`src/jst_pkg.sv`:
```
// Package with the types, codes and character helpers of the JSON tokenizer.
`timescale 1ns / 1ps

package jst_pkg;

   typedef enum logic [2:0] {
      FR_START   = 3'd0,
      FR_ARRAY1  = 3'd1,
      FR_ARRAY2  = 3'd2,
      FR_OBJECT1 = 3'd3,
      FR_OBJECT2 = 3'd4,
      FR_OBJECT3 = 3'd5,
      FR_DONE    = 3'd6
   } frame_type;

   typedef enum logic [3:0] {
      MODE_STRUCT   = 4'd0,
      MODE_KEY      = 4'd1,
      MODE_KEY_ESC  = 4'd2,
      MODE_KEY_HEX  = 4'd3,
      MODE_COLON    = 4'd4,
      MODE_STR      = 4'd5,
      MODE_STR_ESC  = 4'd6,
      MODE_STR_HEX  = 4'd7,
      MODE_NUM      = 4'd8,
      MODE_KW_NULL  = 4'd9,
      MODE_KW_TRUE  = 4'd10,
      MODE_KW_FALSE = 4'd11
   } mode_type;

   typedef enum logic [1:0] {
      RUN_ACTIVE   = 2'd0,
      RUN_COMPLETE = 2'd1,
      RUN_ERROR    = 2'd2
   } run_type;

   typedef enum logic [3:0] {
      EV_START_ARRAY  = 4'd0,
      EV_END_ARRAY    = 4'd1,
      EV_START_OBJECT = 4'd2,
      EV_END_OBJECT   = 4'd3,
      EV_KEY_CHAR     = 4'd4,
      EV_KEY_END      = 4'd5,
      EV_STR_CHAR     = 4'd6,
      EV_STR_END      = 4'd7,
      EV_NUM_CHAR     = 4'd8,
      EV_NUM_END      = 4'd9,
      EV_NULL         = 4'd10,
      EV_TRUE         = 4'd11,
      EV_FALSE        = 4'd12,
      EV_EOS          = 4'd13,
      EV_ERROR        = 4'd14
   } ev_kind_type;

   typedef enum logic [3:0] {
      ERR_NONE         = 4'd0,
      ERR_VALUE_START  = 4'd1,
      ERR_ARRAY_SEP    = 4'd2,
      ERR_KEY_START    = 4'd3,
      ERR_COLON        = 4'd4,
      ERR_OBJECT_SEP   = 4'd5,
      ERR_END_IN_STR   = 4'd6,
      ERR_HEX_DIGIT    = 4'd7,
      ERR_UNICODE      = 4'd8,
      ERR_END_IN_NUM   = 4'd9,
      ERR_NUM_NO_DIGIT = 4'd10,
      ERR_UNEXP_END    = 4'd11,
      ERR_DEPTH        = 4'd12
   } err_type;

   // One result beat as it sits in the result queue.
   typedef struct packed {
      ev_kind_type kind;
      logic [7:0]  chr;
      err_type     err;
      logic [5:0]  level;
      logic        last;
   } res_type;

   // What one accepted input beat produces.
   typedef struct packed {
      logic [1:0] cnt;
      res_type    res0;
      res_type    res1;
   } step_type;

   function automatic logic is_ws(logic [7:0] c);
      return c == 8'h20 || c == 8'h09 || c == 8'h0A || c == 8'h0D;
   endfunction

   function automatic logic is_digit(logic [7:0] c);
      return c >= "0" && c <= "9";
   endfunction

   function automatic logic is_hex(logic [7:0] c);
      return is_digit(c) || (c >= "a" && c <= "f") || (c >= "A" && c <= "F");
   endfunction

   function automatic logic [7:0] unescape(logic [7:0] c);
      logic [7:0] r;
      case (c)
         "b":     r = 8'd8;
         "f":     r = 8'd12;
         "n":     r = 8'd10;
         "r":     r = 8'd13;
         "t":     r = 8'd9;
         default: r = c;
      endcase
      return r;
   endfunction

   function automatic logic [2:0] kw_len(mode_type m);
      return (m == MODE_KW_FALSE) ? 3'd5 : 3'd4;
   endfunction

   function automatic logic [7:0] kw_char(mode_type m, logic [2:0] idx);
      logic [7:0] r;
      r = 8'h00;
      if (m == MODE_KW_NULL) begin
         case (idx)
            3'd0:    r = "n";
            3'd1:    r = "u";
            3'd2:    r = "l";
            3'd3:    r = "l";
            default: r = 8'h00;
         endcase
      end else if (m == MODE_KW_TRUE) begin
         case (idx)
            3'd0:    r = "t";
            3'd1:    r = "r";
            3'd2:    r = "u";
            3'd3:    r = "e";
            default: r = 8'h00;
         endcase
      end else begin
         case (idx)
            3'd0:    r = "f";
            3'd1:    r = "a";
            3'd2:    r = "l";
            3'd3:    r = "s";
            3'd4:    r = "e";
            default: r = 8'h00;
         endcase
      end
      return r;
   endfunction

endpackage

```
`src/jst_if.sv`:
```
// Channel interfaces of the JSON tokenizer: input bytes and result events.
`timescale 1ns / 1ps

interface jst_req_if;
   logic       valid;
   logic       ready;
   logic [7:0] data_byte;
   logic       end_of_input;

   modport source (output valid, data_byte, end_of_input, input ready);
   modport sink (input valid, data_byte, end_of_input, output ready);
endinterface

interface jst_rsp_if;
   logic       valid;
   logic       ready;
   logic [3:0] event_kind;
   logic [7:0] event_byte;
   logic [3:0] error_code;
   logic [5:0] nesting_level;
   logic       last_of_run;

   modport source (output valid, event_kind, event_byte, error_code, nesting_level,
                   last_of_run, input ready);
   modport sink (input valid, event_kind, event_byte, error_code, nesting_level,
                 last_of_run, output ready);
endinterface

```
`src/json_stream_tokenizer_top.sv`:
```
// Top level of the streaming JSON tokenizer.
//
//   Channel   Direction  Beat carries
//   req_ch    in         data_byte, end_of_input
//   rsp_ch    out        event_kind, event_byte, error_code, nesting_level, last_of_run
//
// One input beat is taken per clock while the queue has room. The whole parse
// step for a byte is done in the same cycle the beat is accepted, from the
// parser registers, and its events, at most two, are written into a four-entry
// result queue. Results appear on rsp_ch in the cycle after the input beat
// at the earliest. The input is ready while the queue has room for two events,
// so while rsp_ch is ready a run of single-event bytes flows at one beat per
// clock; a byte with two events waits longer, as the single result port sends one event at a time.
// Reset is synchronous and active high; there is no clearing pass. A stall on
// rsp_ch fills the queue and then drops req_ch.ready.
`timescale 1ns / 1ps

module json_stream_tokenizer_top #(
   parameter int MAX_DEPTH = 32
) (
   input logic       clock,
   input logic       reset,
   jst_req_if.sink   req_ch,
   jst_rsp_if.source rsp_ch
);

   jst_pkg::step_type step;
   jst_pkg::res_type  out_res;
   logic              room;
   logic              accept;

   // A beat is accepted only while the queue can take everything it causes.
   assign req_ch.ready = room;
   assign accept       = req_ch.valid && room;

   jst_core #(
      .MAX_DEPTH (MAX_DEPTH)
   ) u_core (
      .clock        (clock),
      .reset        (reset),
      .accept       (accept),
      .data_byte    (req_ch.data_byte),
      .end_of_input (req_ch.end_of_input),
      .step         (step)
   );

   jst_res_queue u_queue (
      .clock     (clock),
      .reset     (reset),
      .step      (step),
      .room      (room),
      .out_valid (rsp_ch.valid),
      .out_ready (rsp_ch.ready),
      .out_res   (out_res)
   );

   // Unpack the queued event onto the result channel.
   assign rsp_ch.event_kind    = out_res.kind;
   assign rsp_ch.event_byte    = out_res.chr;
   assign rsp_ch.error_code    = out_res.err;
   assign rsp_ch.nesting_level = out_res.level;
   assign rsp_ch.last_of_run   = out_res.last;

endmodule

```
`src/jst_core.sv`:
```
// Parser state registers and the combinational step logic for one input byte.
`timescale 1ns / 1ps

module jst_core #(
   parameter int MAX_DEPTH = 32
) (
   input  logic              clock,
   input  logic              reset,
   input  logic              accept,
   input  logic [7:0]        data_byte,
   input  logic              end_of_input,
   output jst_pkg::step_type step
);

   localparam int TOP_W = $clog2(MAX_DEPTH);
   localparam int STK_W = MAX_DEPTH - 1;
   localparam logic [TOP_W-1:0] TOP_MAX = TOP_W'(MAX_DEPTH - 1);

   // The frame under the current one is always "array after element" or
   // "object after value", so each parent entry is one bit: 1 for object.
   typedef struct packed {
      jst_pkg::mode_type  mode;
      jst_pkg::frame_type frame;
      logic [TOP_W-1:0]   top;
      logic [STK_W-1:0]   stk;
      logic [2:0]         kwp;
      logic [2:0]         hexc;
      logic               hasd;
      jst_pkg::run_type   run;
      logic [1:0]         cnt;
      jst_pkg::res_type   res0;
      jst_pkg::res_type   res1;
   } ctx_type;

   jst_pkg::mode_type  mode_ff, mode_in;
   jst_pkg::frame_type frame_ff, frame_in;
   logic [TOP_W-1:0]   top_ff, top_in;
   logic [STK_W-1:0]   stk_ff, stk_in;
   logic [2:0]         kwp_ff, kwp_in;
   logic [2:0]         hexc_ff, hexc_in;
   logic               hasd_ff, hasd_in;
   jst_pkg::run_type   run_ff, run_in;

   function automatic ctx_type f_emit(ctx_type c, jst_pkg::ev_kind_type k,
                                      logic [7:0] ch, jst_pkg::err_type e);
      jst_pkg::res_type r;
      r.kind  = k;
      r.chr   = ch;
      r.err   = e;
      r.level = 6'(c.top);
      r.last  = 1'b0;
      if (c.cnt == 2'd0) begin
         c.res0 = r;
         c.cnt  = 2'd1;
      end else if (c.cnt == 2'd1) begin
         c.res1 = r;
         c.cnt  = 2'd2;
      end
      return c;
   endfunction

   function automatic ctx_type f_raise(ctx_type c, jst_pkg::err_type e);
      c.run = jst_pkg::RUN_ERROR;
      return f_emit(c, jst_pkg::EV_ERROR, 8'h00, e);
   endfunction

   function automatic ctx_type f_close(ctx_type c, jst_pkg::ev_kind_type k);
      if (c.top == '0) begin
         c.frame = jst_pkg::FR_DONE;
         c.run   = jst_pkg::RUN_COMPLETE;
      end else begin
         c.frame = c.stk[0] ? jst_pkg::FR_OBJECT3 : jst_pkg::FR_ARRAY2;
         c.stk   = c.stk >> 1;
         c.top   = c.top - 1'b1;
      end
      return f_emit(c, k, 8'h00, jst_pkg::ERR_NONE);
   endfunction

   function automatic ctx_type f_push(ctx_type c, logic obj);
      c.stk   = (c.stk << 1) | STK_W'(obj);
      c.top   = c.top + 1'b1;
      c.frame = jst_pkg::FR_START;
      return c;
   endfunction

   function automatic ctx_type f_start_value(ctx_type c, logic [7:0] ch);
      if (ch == "[") begin
         c.frame = jst_pkg::FR_ARRAY1;
         c = f_emit(c, jst_pkg::EV_START_ARRAY, 8'h00, jst_pkg::ERR_NONE);
      end else if (ch == "{") begin
         c.frame = jst_pkg::FR_OBJECT1;
         c = f_emit(c, jst_pkg::EV_START_OBJECT, 8'h00, jst_pkg::ERR_NONE);
      end else if (ch == "\"") begin
         c.mode = jst_pkg::MODE_STR;
      end else if (ch == "n" || ch == "t" || ch == "f") begin
         c.mode = (ch == "n") ? jst_pkg::MODE_KW_NULL :
                  (ch == "t") ? jst_pkg::MODE_KW_TRUE : jst_pkg::MODE_KW_FALSE;
         c.kwp  = 3'd1;
      end else if (ch == "-" || jst_pkg::is_digit(ch)) begin
         c.mode = jst_pkg::MODE_NUM;
         c.hasd = jst_pkg::is_digit(ch);
         c = f_emit(c, jst_pkg::EV_NUM_CHAR, ch, jst_pkg::ERR_NONE);
      end else begin
         c = f_raise(c, jst_pkg::ERR_VALUE_START);
      end
      return c;
   endfunction

   function automatic ctx_type f_structural(ctx_type c, logic [7:0] ch);
      if (c.run == jst_pkg::RUN_ACTIVE && !jst_pkg::is_ws(ch)) begin
         case (c.frame)
            jst_pkg::FR_START: c = f_start_value(c, ch);
            jst_pkg::FR_ARRAY1: begin
               if (ch == "]") begin
                  c = f_close(c, jst_pkg::EV_END_ARRAY);
               end else if (c.top == TOP_MAX) begin
                  c = f_raise(c, jst_pkg::ERR_DEPTH);
               end else begin
                  c = f_start_value(f_push(c, 1'b0), ch);
               end
            end
            jst_pkg::FR_ARRAY2: begin
               if (ch == "]") begin
                  c = f_close(c, jst_pkg::EV_END_ARRAY);
               end else if (ch == ",") begin
                  if (c.top == TOP_MAX) c = f_raise(c, jst_pkg::ERR_DEPTH);
                  else c = f_push(c, 1'b0);
               end else begin
                  c = f_raise(c, jst_pkg::ERR_ARRAY_SEP);
               end
            end
            jst_pkg::FR_OBJECT1: begin
               if (ch == "}") c = f_close(c, jst_pkg::EV_END_OBJECT);
               else if (ch == "\"") c.mode = jst_pkg::MODE_KEY;
               else c = f_raise(c, jst_pkg::ERR_KEY_START);
            end
            jst_pkg::FR_OBJECT2: begin
               if (ch == "}") begin
                  c = f_close(c, jst_pkg::EV_END_OBJECT);
               end else if (c.top == TOP_MAX) begin
                  c = f_raise(c, jst_pkg::ERR_DEPTH);
               end else begin
                  c = f_start_value(f_push(c, 1'b1), ch);
               end
            end
            jst_pkg::FR_OBJECT3: begin
               if (ch == "}") c = f_close(c, jst_pkg::EV_END_OBJECT);
               else if (ch == ",") c.frame = jst_pkg::FR_OBJECT1;
               else c = f_raise(c, jst_pkg::ERR_OBJECT_SEP);
            end
            default: c = c;
         endcase
      end
      return c;
   endfunction

   function automatic ctx_type f_text(ctx_type c, logic [7:0] ch);
      logic                 key;
      jst_pkg::ev_kind_type ck;
      key = c.mode == jst_pkg::MODE_KEY || c.mode == jst_pkg::MODE_KEY_ESC ||
            c.mode == jst_pkg::MODE_KEY_HEX;
      ck  = key ? jst_pkg::EV_KEY_CHAR : jst_pkg::EV_STR_CHAR;
      if (c.mode == jst_pkg::MODE_KEY || c.mode == jst_pkg::MODE_STR) begin
         if (ch == "\"") begin
            if (key) begin
               c.mode = jst_pkg::MODE_COLON;
               c = f_emit(c, jst_pkg::EV_KEY_END, 8'h00, jst_pkg::ERR_NONE);
            end else begin
               c.mode = jst_pkg::MODE_STRUCT;
               c = f_close(c, jst_pkg::EV_STR_END);
            end
         end else if (ch == "\\") begin
            c.mode = key ? jst_pkg::MODE_KEY_ESC : jst_pkg::MODE_STR_ESC;
         end else begin
            c = f_emit(c, ck, ch, jst_pkg::ERR_NONE);
         end
      end else if (c.mode == jst_pkg::MODE_KEY_ESC || c.mode == jst_pkg::MODE_STR_ESC) begin
         if (ch == "u") begin
            c.mode = key ? jst_pkg::MODE_KEY_HEX : jst_pkg::MODE_STR_HEX;
            c.hexc = 3'd0;
         end else begin
            c.mode = key ? jst_pkg::MODE_KEY : jst_pkg::MODE_STR;
            c = f_emit(c, ck, jst_pkg::unescape(ch), jst_pkg::ERR_NONE);
         end
      end else if (!jst_pkg::is_hex(ch)) begin
         c = f_raise(c, jst_pkg::ERR_HEX_DIGIT);
      end else begin
         c.hexc = c.hexc + 3'd1;
         if (c.hexc >= 3'd4) c = f_raise(c, jst_pkg::ERR_UNICODE);
      end
      return c;
   endfunction

   function automatic ctx_type f_keyword(ctx_type c, logic [7:0] ch);
      logic [2:0]           len;
      jst_pkg::ev_kind_type k;
      len = jst_pkg::kw_len(c.mode);
      k   = (c.mode == jst_pkg::MODE_KW_NULL) ? jst_pkg::EV_NULL :
            (c.mode == jst_pkg::MODE_KW_TRUE) ? jst_pkg::EV_TRUE : jst_pkg::EV_FALSE;
      if (c.kwp >= len || ch != jst_pkg::kw_char(c.mode, c.kwp)) begin
         c = f_raise(c, jst_pkg::ERR_VALUE_START);
      end else begin
         c.kwp = c.kwp + 3'd1;
         if (c.kwp == len) begin
            c.mode = jst_pkg::MODE_STRUCT;
            c.kwp  = 3'd0;
            c = f_close(c, k);
         end
      end
      return c;
   endfunction

   function automatic ctx_type f_number(ctx_type c, logic [7:0] ch);
      if (jst_pkg::is_digit(ch)) begin
         c.hasd = 1'b1;
         c = f_emit(c, jst_pkg::EV_NUM_CHAR, ch, jst_pkg::ERR_NONE);
      end else if (ch == "-" || ch == "." || ch == "e" || ch == "E") begin
         c = f_emit(c, jst_pkg::EV_NUM_CHAR, ch, jst_pkg::ERR_NONE);
      end else if (!c.hasd) begin
         c = f_raise(c, jst_pkg::ERR_NUM_NO_DIGIT);
      end else begin
         c.mode = jst_pkg::MODE_STRUCT;
         c.hasd = 1'b0;
         c = f_structural(f_close(c, jst_pkg::EV_NUM_END), ch);
      end
      return c;
   endfunction

   function automatic ctx_type f_end(ctx_type c);
      if (c.run == jst_pkg::RUN_COMPLETE) begin
         c = f_emit(c, jst_pkg::EV_EOS, 8'h00, jst_pkg::ERR_NONE);
      end else if (c.run == jst_pkg::RUN_ACTIVE) begin
         case (c.mode) inside
            jst_pkg::MODE_KEY, jst_pkg::MODE_KEY_ESC, jst_pkg::MODE_KEY_HEX,
            jst_pkg::MODE_STR, jst_pkg::MODE_STR_ESC, jst_pkg::MODE_STR_HEX:
               c = f_raise(c, jst_pkg::ERR_END_IN_STR);
            jst_pkg::MODE_NUM: c = f_raise(c, jst_pkg::ERR_END_IN_NUM);
            default:           c = f_raise(c, jst_pkg::ERR_UNEXP_END);
         endcase
      end
      return c;
   endfunction

   ctx_type cx;

   always_comb begin
      cx       = '0;
      cx.mode  = mode_ff;
      cx.frame = frame_ff;
      cx.top   = top_ff;
      cx.stk   = stk_ff;
      cx.kwp   = kwp_ff;
      cx.hexc  = hexc_ff;
      cx.hasd  = hasd_ff;
      cx.run   = run_ff;
      if (end_of_input) begin
         cx = f_end(cx);
      end else if (run_ff == jst_pkg::RUN_ACTIVE) begin
         case (mode_ff) inside
            jst_pkg::MODE_STRUCT: cx = f_structural(cx, data_byte);
            jst_pkg::MODE_COLON: begin
               if (data_byte == ":") begin
                  cx.frame = jst_pkg::FR_OBJECT2;
                  cx.mode  = jst_pkg::MODE_STRUCT;
               end else if (!jst_pkg::is_ws(data_byte)) begin
                  cx = f_raise(cx, jst_pkg::ERR_COLON);
               end
            end
            jst_pkg::MODE_NUM: cx = f_number(cx, data_byte);
            jst_pkg::MODE_KW_NULL, jst_pkg::MODE_KW_TRUE, jst_pkg::MODE_KW_FALSE:
               cx = f_keyword(cx, data_byte);
            default: cx = f_text(cx, data_byte);
         endcase
      end
      if (cx.cnt == 2'd1) cx.res0.last = 1'b1;
      if (cx.cnt == 2'd2) cx.res1.last = 1'b1;

      mode_in  = accept ? cx.mode  : mode_ff;
      frame_in = accept ? cx.frame : frame_ff;
      top_in   = accept ? cx.top   : top_ff;
      stk_in   = accept ? cx.stk   : stk_ff;
      kwp_in   = accept ? cx.kwp   : kwp_ff;
      hexc_in  = accept ? cx.hexc  : hexc_ff;
      hasd_in  = accept ? cx.hasd  : hasd_ff;
      run_in   = accept ? cx.run   : run_ff;

      step.cnt  = accept ? cx.cnt : 2'd0;
      step.res0 = cx.res0;
      step.res1 = cx.res1;
   end

   always_ff @(posedge clock) begin
      if (reset) begin
         mode_ff  <= jst_pkg::MODE_STRUCT;
         frame_ff <= jst_pkg::FR_START;
         top_ff   <= '0;
         stk_ff   <= '0;
         kwp_ff   <= 3'd0;
         hexc_ff  <= 3'd0;
         hasd_ff  <= 1'b0;
         run_ff   <= jst_pkg::RUN_ACTIVE;
      end else begin
         mode_ff  <= mode_in;
         frame_ff <= frame_in;
         top_ff   <= top_in;
         stk_ff   <= stk_in;
         kwp_ff   <= kwp_in;
         hexc_ff  <= hexc_in;
         hasd_ff  <= hasd_in;
         run_ff   <= run_in;
      end
   end

endmodule

```
`src/jst_res_queue.sv`:
```
// Four-entry result queue that takes up to two events a cycle and sends one.
`timescale 1ns / 1ps

module jst_res_queue (
   input  logic              clock,
   input  logic              reset,
   input  jst_pkg::step_type step,
   output logic              room,
   output logic              out_valid,
   input  logic              out_ready,
   output jst_pkg::res_type  out_res
);

   jst_pkg::res_type mem_ff [4];
   logic [1:0] wr_ptr_ff, wr_ptr_in;
   logic [1:0] rd_ptr_ff, rd_ptr_in;
   logic [2:0] count_ff, count_in;
   logic       pop;

   assign out_valid = count_ff != 3'd0;
   assign out_res   = mem_ff[rd_ptr_ff];
   assign pop       = out_valid && out_ready;
   // Room for the worst case of two events from the next beat.
   assign room      = count_ff <= 3'd2;

   always_comb begin
      wr_ptr_in = wr_ptr_ff + step.cnt;
      rd_ptr_in = rd_ptr_ff + {1'b0, pop};
      count_in  = count_ff + {1'b0, step.cnt} - {2'b00, pop};
   end

   always_ff @(posedge clock) begin
      if (step.cnt != 2'd0) mem_ff[wr_ptr_ff] <= step.res0;
      if (step.cnt == 2'd2) mem_ff[wr_ptr_ff + 2'd1] <= step.res1;
   end

   always_ff @(posedge clock) begin
      if (reset) begin
         wr_ptr_ff <= 2'd0;
         rd_ptr_ff <= 2'd0;
         count_ff  <= 3'd0;
      end else begin
         wr_ptr_ff <= wr_ptr_in;
         rd_ptr_ff <= rd_ptr_in;
         count_ff  <= count_in;
      end
   end

endmodule

```
`src/flat_wrapper.sv`:
```
// flat-port wrapper written by rule: the top's interface ports become plain ports
module json_stream_tokenizer_top_flat 
#(
   parameter int MAX_DEPTH = 32
)
  (clock, reset, req_ch_valid, req_ch_data_byte, req_ch_end_of_input, req_ch_ready, rsp_ch_valid, rsp_ch_event_kind, rsp_ch_event_byte, rsp_ch_error_code, rsp_ch_nesting_level, rsp_ch_last_of_run, rsp_ch_ready);
  jst_req_if req_ch_i ();
  jst_rsp_if rsp_ch_i ();
  input logic clock;
  input logic reset;
  input wire logic [$bits(req_ch_i.valid)-1:0] req_ch_valid;
  input wire logic [$bits(req_ch_i.data_byte)-1:0] req_ch_data_byte;
  input wire logic [$bits(req_ch_i.end_of_input)-1:0] req_ch_end_of_input;
  output wire logic [$bits(req_ch_i.ready)-1:0] req_ch_ready;
  output wire logic [$bits(rsp_ch_i.valid)-1:0] rsp_ch_valid;
  output wire logic [$bits(rsp_ch_i.event_kind)-1:0] rsp_ch_event_kind;
  output wire logic [$bits(rsp_ch_i.event_byte)-1:0] rsp_ch_event_byte;
  output wire logic [$bits(rsp_ch_i.error_code)-1:0] rsp_ch_error_code;
  output wire logic [$bits(rsp_ch_i.nesting_level)-1:0] rsp_ch_nesting_level;
  output wire logic [$bits(rsp_ch_i.last_of_run)-1:0] rsp_ch_last_of_run;
  input wire logic [$bits(rsp_ch_i.ready)-1:0] rsp_ch_ready;
  assign req_ch_i.valid = req_ch_valid;
  assign req_ch_i.data_byte = req_ch_data_byte;
  assign req_ch_i.end_of_input = req_ch_end_of_input;
  assign req_ch_ready = req_ch_i.ready;
  assign rsp_ch_valid = rsp_ch_i.valid;
  assign rsp_ch_event_kind = rsp_ch_i.event_kind;
  assign rsp_ch_event_byte = rsp_ch_i.event_byte;
  assign rsp_ch_error_code = rsp_ch_i.error_code;
  assign rsp_ch_nesting_level = rsp_ch_i.nesting_level;
  assign rsp_ch_last_of_run = rsp_ch_i.last_of_run;
  assign rsp_ch_i.ready = rsp_ch_ready;
  json_stream_tokenizer_top #(.MAX_DEPTH(MAX_DEPTH)) u_core (.clock(clock), .reset(reset), .req_ch(req_ch_i), .rsp_ch(rsp_ch_i));
endmodule
```
`config.mk`:
```
export PLATFORM = sky130hd
export DESIGN_NAME = json_stream_tokenizer_top_flat
export DESIGN_NICKNAME = d
export VERILOG_FILES = /design/src/jst_pkg.sv /design/src/jst_if.sv /design/src/json_stream_tokenizer_top.sv /design/src/jst_core.sv /design/src/jst_res_queue.sv /design/src/flat_wrapper.sv
export SDC_FILE = /design/constraint.sdc
export NUM_CORES = 1
export LEC_CHECK = 0
export ABC_AREA = 0
export BUFFER_PORTS_ARGS = -buffer_cell sky130_fd_sc_hd__buf_2
export CORE_MARGIN = 2
export CORE_UTILIZATION = 55
export CTS_BUF_LIST = sky130_fd_sc_hd__clkbuf_2 sky130_fd_sc_hd__clkbuf_4 sky130_fd_sc_hd__clkbuf_8
export CTS_CLUSTER_DIAMETER = 30
export DETAILED_ROUTE_END_ITERATION = 7
export GPL_TIMING_DRIVEN = 0
export PLACE_DENSITY = 0.72
export SYNTH_ARGS = -nofsm -noshare
export SYNTH_HDL_FRONTEND = slang
export SYNTH_SLANG_ARGS = --single-unit
```
`constraint.sdc`:
```
create_clock -name clock -period 8.77 [get_ports clock]
set_clock_uncertainty 0.15 [all_clocks]
set_input_delay 1.754 -clock clock [delete_from_list [all_inputs] [get_ports clock]]
set_output_delay 1.754 -clock clock [all_outputs]
set_load 0.01 [all_outputs]
```
==> results.md <==
* Status: finished with violations
* Failing checks: DRC, capacitance limit, slew limit
* Maximum VDD drop at between 90 and 100 uV
* Wirelength per Cell at around 27 um
* CP peak stage delay at 1020 ps
* CP dominant cell by count: ha_1
* Ys flop type: edfxtp_1
* Hold depth at 2
* Antenna violations before repair at 0
* Final hold violation count at 0
* Vias per inst at 7.27
* Vias at around 14000
* EDFF count, synth at 88
* Row cnt at 55
* All-Layer GR Usage at 0.426
* Fmax at 0.150 GHz
* Ys Warns at 0
* Flop2flop setup slack at 2090 ps
* Gate count after technology mapping at between 1500 and 2000
* Die height at 156 um
* Worst setup startpoint: u_core.u_core.top_ff[0]
* Max cap viols at 1
* P_leak at 4.46 nW
* Antenna Cells at 0
* Detail Route Antenna Nets at 0
* CP Cell Sequence: clkbuf_1 -> inv_1 -> ha_1 -> nor4b_2 -> xnor2_1 -> ha_1 -> nand2_1 -> nor2_1 -> ha_1 -> nand2b_1 -> a21oi_1 -> nand3_1 -> a21oi_1 -> a21oi_1 -> a31oi_2 -> or2_1 -> ha_1 -> inv_1 -> ha_1 -> inv_1 -> fa_1 -> xnor2_1 -> xnor2_1 -> nor2_1
* Congestion Overflow GR at 0
* Drt pass-1 iters at 8
* Setup bufs post-CTS at 0
* Final setup vio count at 0
* Pin count of the biggest net entering global routing at 23
* Slew @ Worst Pin at 1580 ps
* Worst-path clk slew at 110 ps
* IO Pins at 38
* Initial Utilization at 0.562
* WHS Endpoint: u_core.u_core.hexc_ff[1]
* Worst Hold Launch: u_core.u_core.hexc_ff[1]
* Hold Crit Class: reg2reg
* Core area at 0.0226 mm2
* WP buf/inv at 4
* Port-buffer cells at 33
* Reg-to-reg endpoint: u_core.u_queue.count_ff[2]
* Final Cycle Share at 0.762
* Fraction of layout cells with a size suffix above 1 at 0.0979
* Startpoint type of the worst setup path: flop
* Vias in the first global route at 13100
* CP Class: reg2reg
* Die Area at 0.0244 mm2
* Clk_lat worst skew at 500 ps
* Final count of pins violating max slew at 8
* Critical Path RT at approximately 9000 ps
* CTS root buf: clkbuf_8
* #FFs+latches synth at 147
* Drt total wl at between 50000 and 60000 um
* Post-Syn Area at 0.0127 mm2
* Final Wtd Congestion at 1.07
* Setup Total Neg Slack at 0 ps
* Synth cell types at about 100
* Fin area at about 0.014 mm2
* H-tree levels at 4
* First-pass GRT wire length at 79000 um
* Pwr/cell area at 181 mW/mm2
* Hold_buf cts at 0
* Post-layout net count at around 1700
* Die W at 156 um
* Syn_nets at 1644
* CP Max Fanout at 10
* Worst endpoint data arrival time at 6880 ps
* Final HPWL DP at 38300 um
* DR DRC count at 8
* Post-cts sizing count at 0
* Clock Sinks at 147
* P&R area growth vs syn at 7.47%
* Minimum clock period at ~6700 ps
* Setup crit end kind: flop
* Bufs on Longest Clock Path at 2
* Crit path max-delay cell type: nor4b_2
* Num CTS Buffers at 17
* Critical path's top delay family: simple AND/OR/NAND/NOR gates
* CTS tree: yes
* Syn Area/Cell at around 7.9 um2
* Relative slew slack at -0.0645
* Async SR Flop Fraction at 0
* RSZ-0062 raised after global routing: false
* Worst flop-to-flop path startpoint: u_core.u_core.top_ff[0]
* Post-Place Cell Area at 0.0133 mm2
* R2R cell count at 24
* Sequential share of the synthesized area at 0.301
* Initial DRC Count at 2524
[cell type report]
type	instances	area, um2
inverters	30	113
clock buffers	18	241
flip-flops and latches	147	3820
clock inverters	14	141
fillers	2127	8970
multi-input cells	1291	8200
plain buffers	140	592
well taps	285	357
repair buffers	35	195
[cells in the mapped netlist, types with 19 or more instances]
cell | instances | area share
mux4_2 | 22 | 0.039
o21ai_1 | 24 | 0.0094
o22ai_1 | 28 | 0.014
mux2i_1 | 40 | 0.031
a2bb2oi_1 | 27 | 0.019
and3_1 | 19 | 0.0093
dfxtp_1 | 59 | 0.093
o21ai_0 | 126 | 0.050
nand2_1 | 157 | 0.046
a221oi_1 | 29 | 0.020
ha_1 | 22 | 0.022
nor2_1 | 193 | 0.057
nor3_1 | 50 | 0.020
nor2b_1 | 21 | 0.010
inv_1 | 26 | 0.0077
clkbuf_1 | 96 | 0.028
a31oi_1 | 20 | 0.0098
nand3_1 | 39 | 0.015
or3_1 | 21 | 0.010
buf_2 | 29 | 0.011
a21oi_1 | 146 | 0.057
edfxtp_1 | 88 | 0.21
a211oi_1 | 20 | 0.012
[cell families (layout without fill, tap and decap cells)]
group / count (synthesis) / count (layout) / synth area share
adder cells (fa/ha/maj): 25 / 25 / 0.0248
buffers and inverters: 170 / 237 / 0.0554
multiplexers: 66 / 66 / 0.0740
flip-flops: 147 / 147 / 0.301
XOR/XNOR: 19 / 19 / 0.0131
other: 1 / 1 / 0.000295
AND/OR/NAND/NOR: 601 / 601 / 0.231
AO/OA/AOI/OAI: 579 / 579 / 0.301
[power breakdown]
part	switching [mW]	internal, mW
logic	0.690	0.353
registers	0.0464	0.831
clock network	0.343	0.214
[worst reg2reg max path, stage by stage (launching register included)]
cell,delay [ps]
dfxtp_1,380
clkbuf_1,300
inv_1,230
ha_1,290
nor4b_2,1020
xnor2_1,340
ha_1,290
nand2_1,70
nor2_1,220
ha_1,490
nand2b_1,170
a21oi_1,280
nand3_1,130
a21oi_1,210
a21oi_1,70
a31oi_2,510
or2_1,210
ha_1,230
inv_1,60
ha_1,130
inv_1,50
fa_1,370
xnor2_1,190
xnor2_1,140
nor2_1,50
[layer usage]
| metal | vias to the layer above | global-route usage | share of wire |
|---|---|---|---|
| li1 | 6232 | - | - |
| met1 | 6572 | 0.591 | 0.39 |
| met2 | 1203 | 0.613 | 0.41 |
| met3 | 244 | 0.122 | 0.15 |
| met4 | 0 | 0.195 | 0.054 |
| met5 | - | 0 | 0 |
[stage by stage]
stage	worst slack, ps	cells	hold slack, ps	power, mW	utilization
after floorplan	3240	1608	286	1.56	-
after global placement	1590	1926	296	1.88	0.585
after detailed placement	2160	1928	333	1.89	0.586
after CTS	2330	1960	349	2.44	0.603
after global routing	1730	1960	363	2.57	0.604
final	2090	1960	336	2.48	0.604
[registers in the layout, indices dropped and copies added (netlist names)]
register                  count
u_core.u_queue.mem_ff        88
u_core.u_core.stk_ff         31
u_core.u_core.top_ff          5
u_core.u_core.mode_ff         4
u_core.u_core.frame_ff        3
u_core.u_core.hexc_ff         3
u_core.u_core.kwp_ff          3
u_core.u_queue.count_ff       3
u_core.u_core.run_ff          2
u_core.u_queue.rd_ptr_ff      2
u_core.u_queue.wr_ptr_ff      2
u_core.u_core.hasd_ff         1
[worst max-delay path by stage]
| stage | to | slack [ps] | cells after the start |
|---|---|---|---|
| 3_3_place_gp | u_core.u_queue.mem_ff[2][15] | 1590 | 10 |
| 3_5_place_dp | u_core.u_queue.count_ff[2] | 2160 | 18 |
| 4_1_cts | u_core.u_queue.count_ff[2] | 2330 | 24 |
| 6_report | u_core.u_queue.count_ff[2] | 2090 | 24 |
| 2_1_floorplan | u_core.u_queue.mem_ff[2][0] | 3240 | 11 |
| 5_1_grt | u_core.u_queue.count_ff[2] | 1730 | 24 |
[cells in the final DEF, fill, tap and decap left out, types with 19 or more instances in the layout]
master	instances
a211oi_1	20
o21ai_1	24
buf_2	62
a31oi_1	20
mux2i_1	40
o22ai_1	28
nor2b_1	21
ha_1	22
and3_1	19
or3_1	21
nor2_1	193
a21oi_1	144
inv_1	26
dfxtp_1	59
a2bb2oi_1	27
a221oi_1	29
clkbuf_1	96
nand3_1	39
edfxtp_1	88
mux4_2	22
nand2_1	157
nor3_1	50
o21ai_0	126
(Power assumes the default switching activity.)
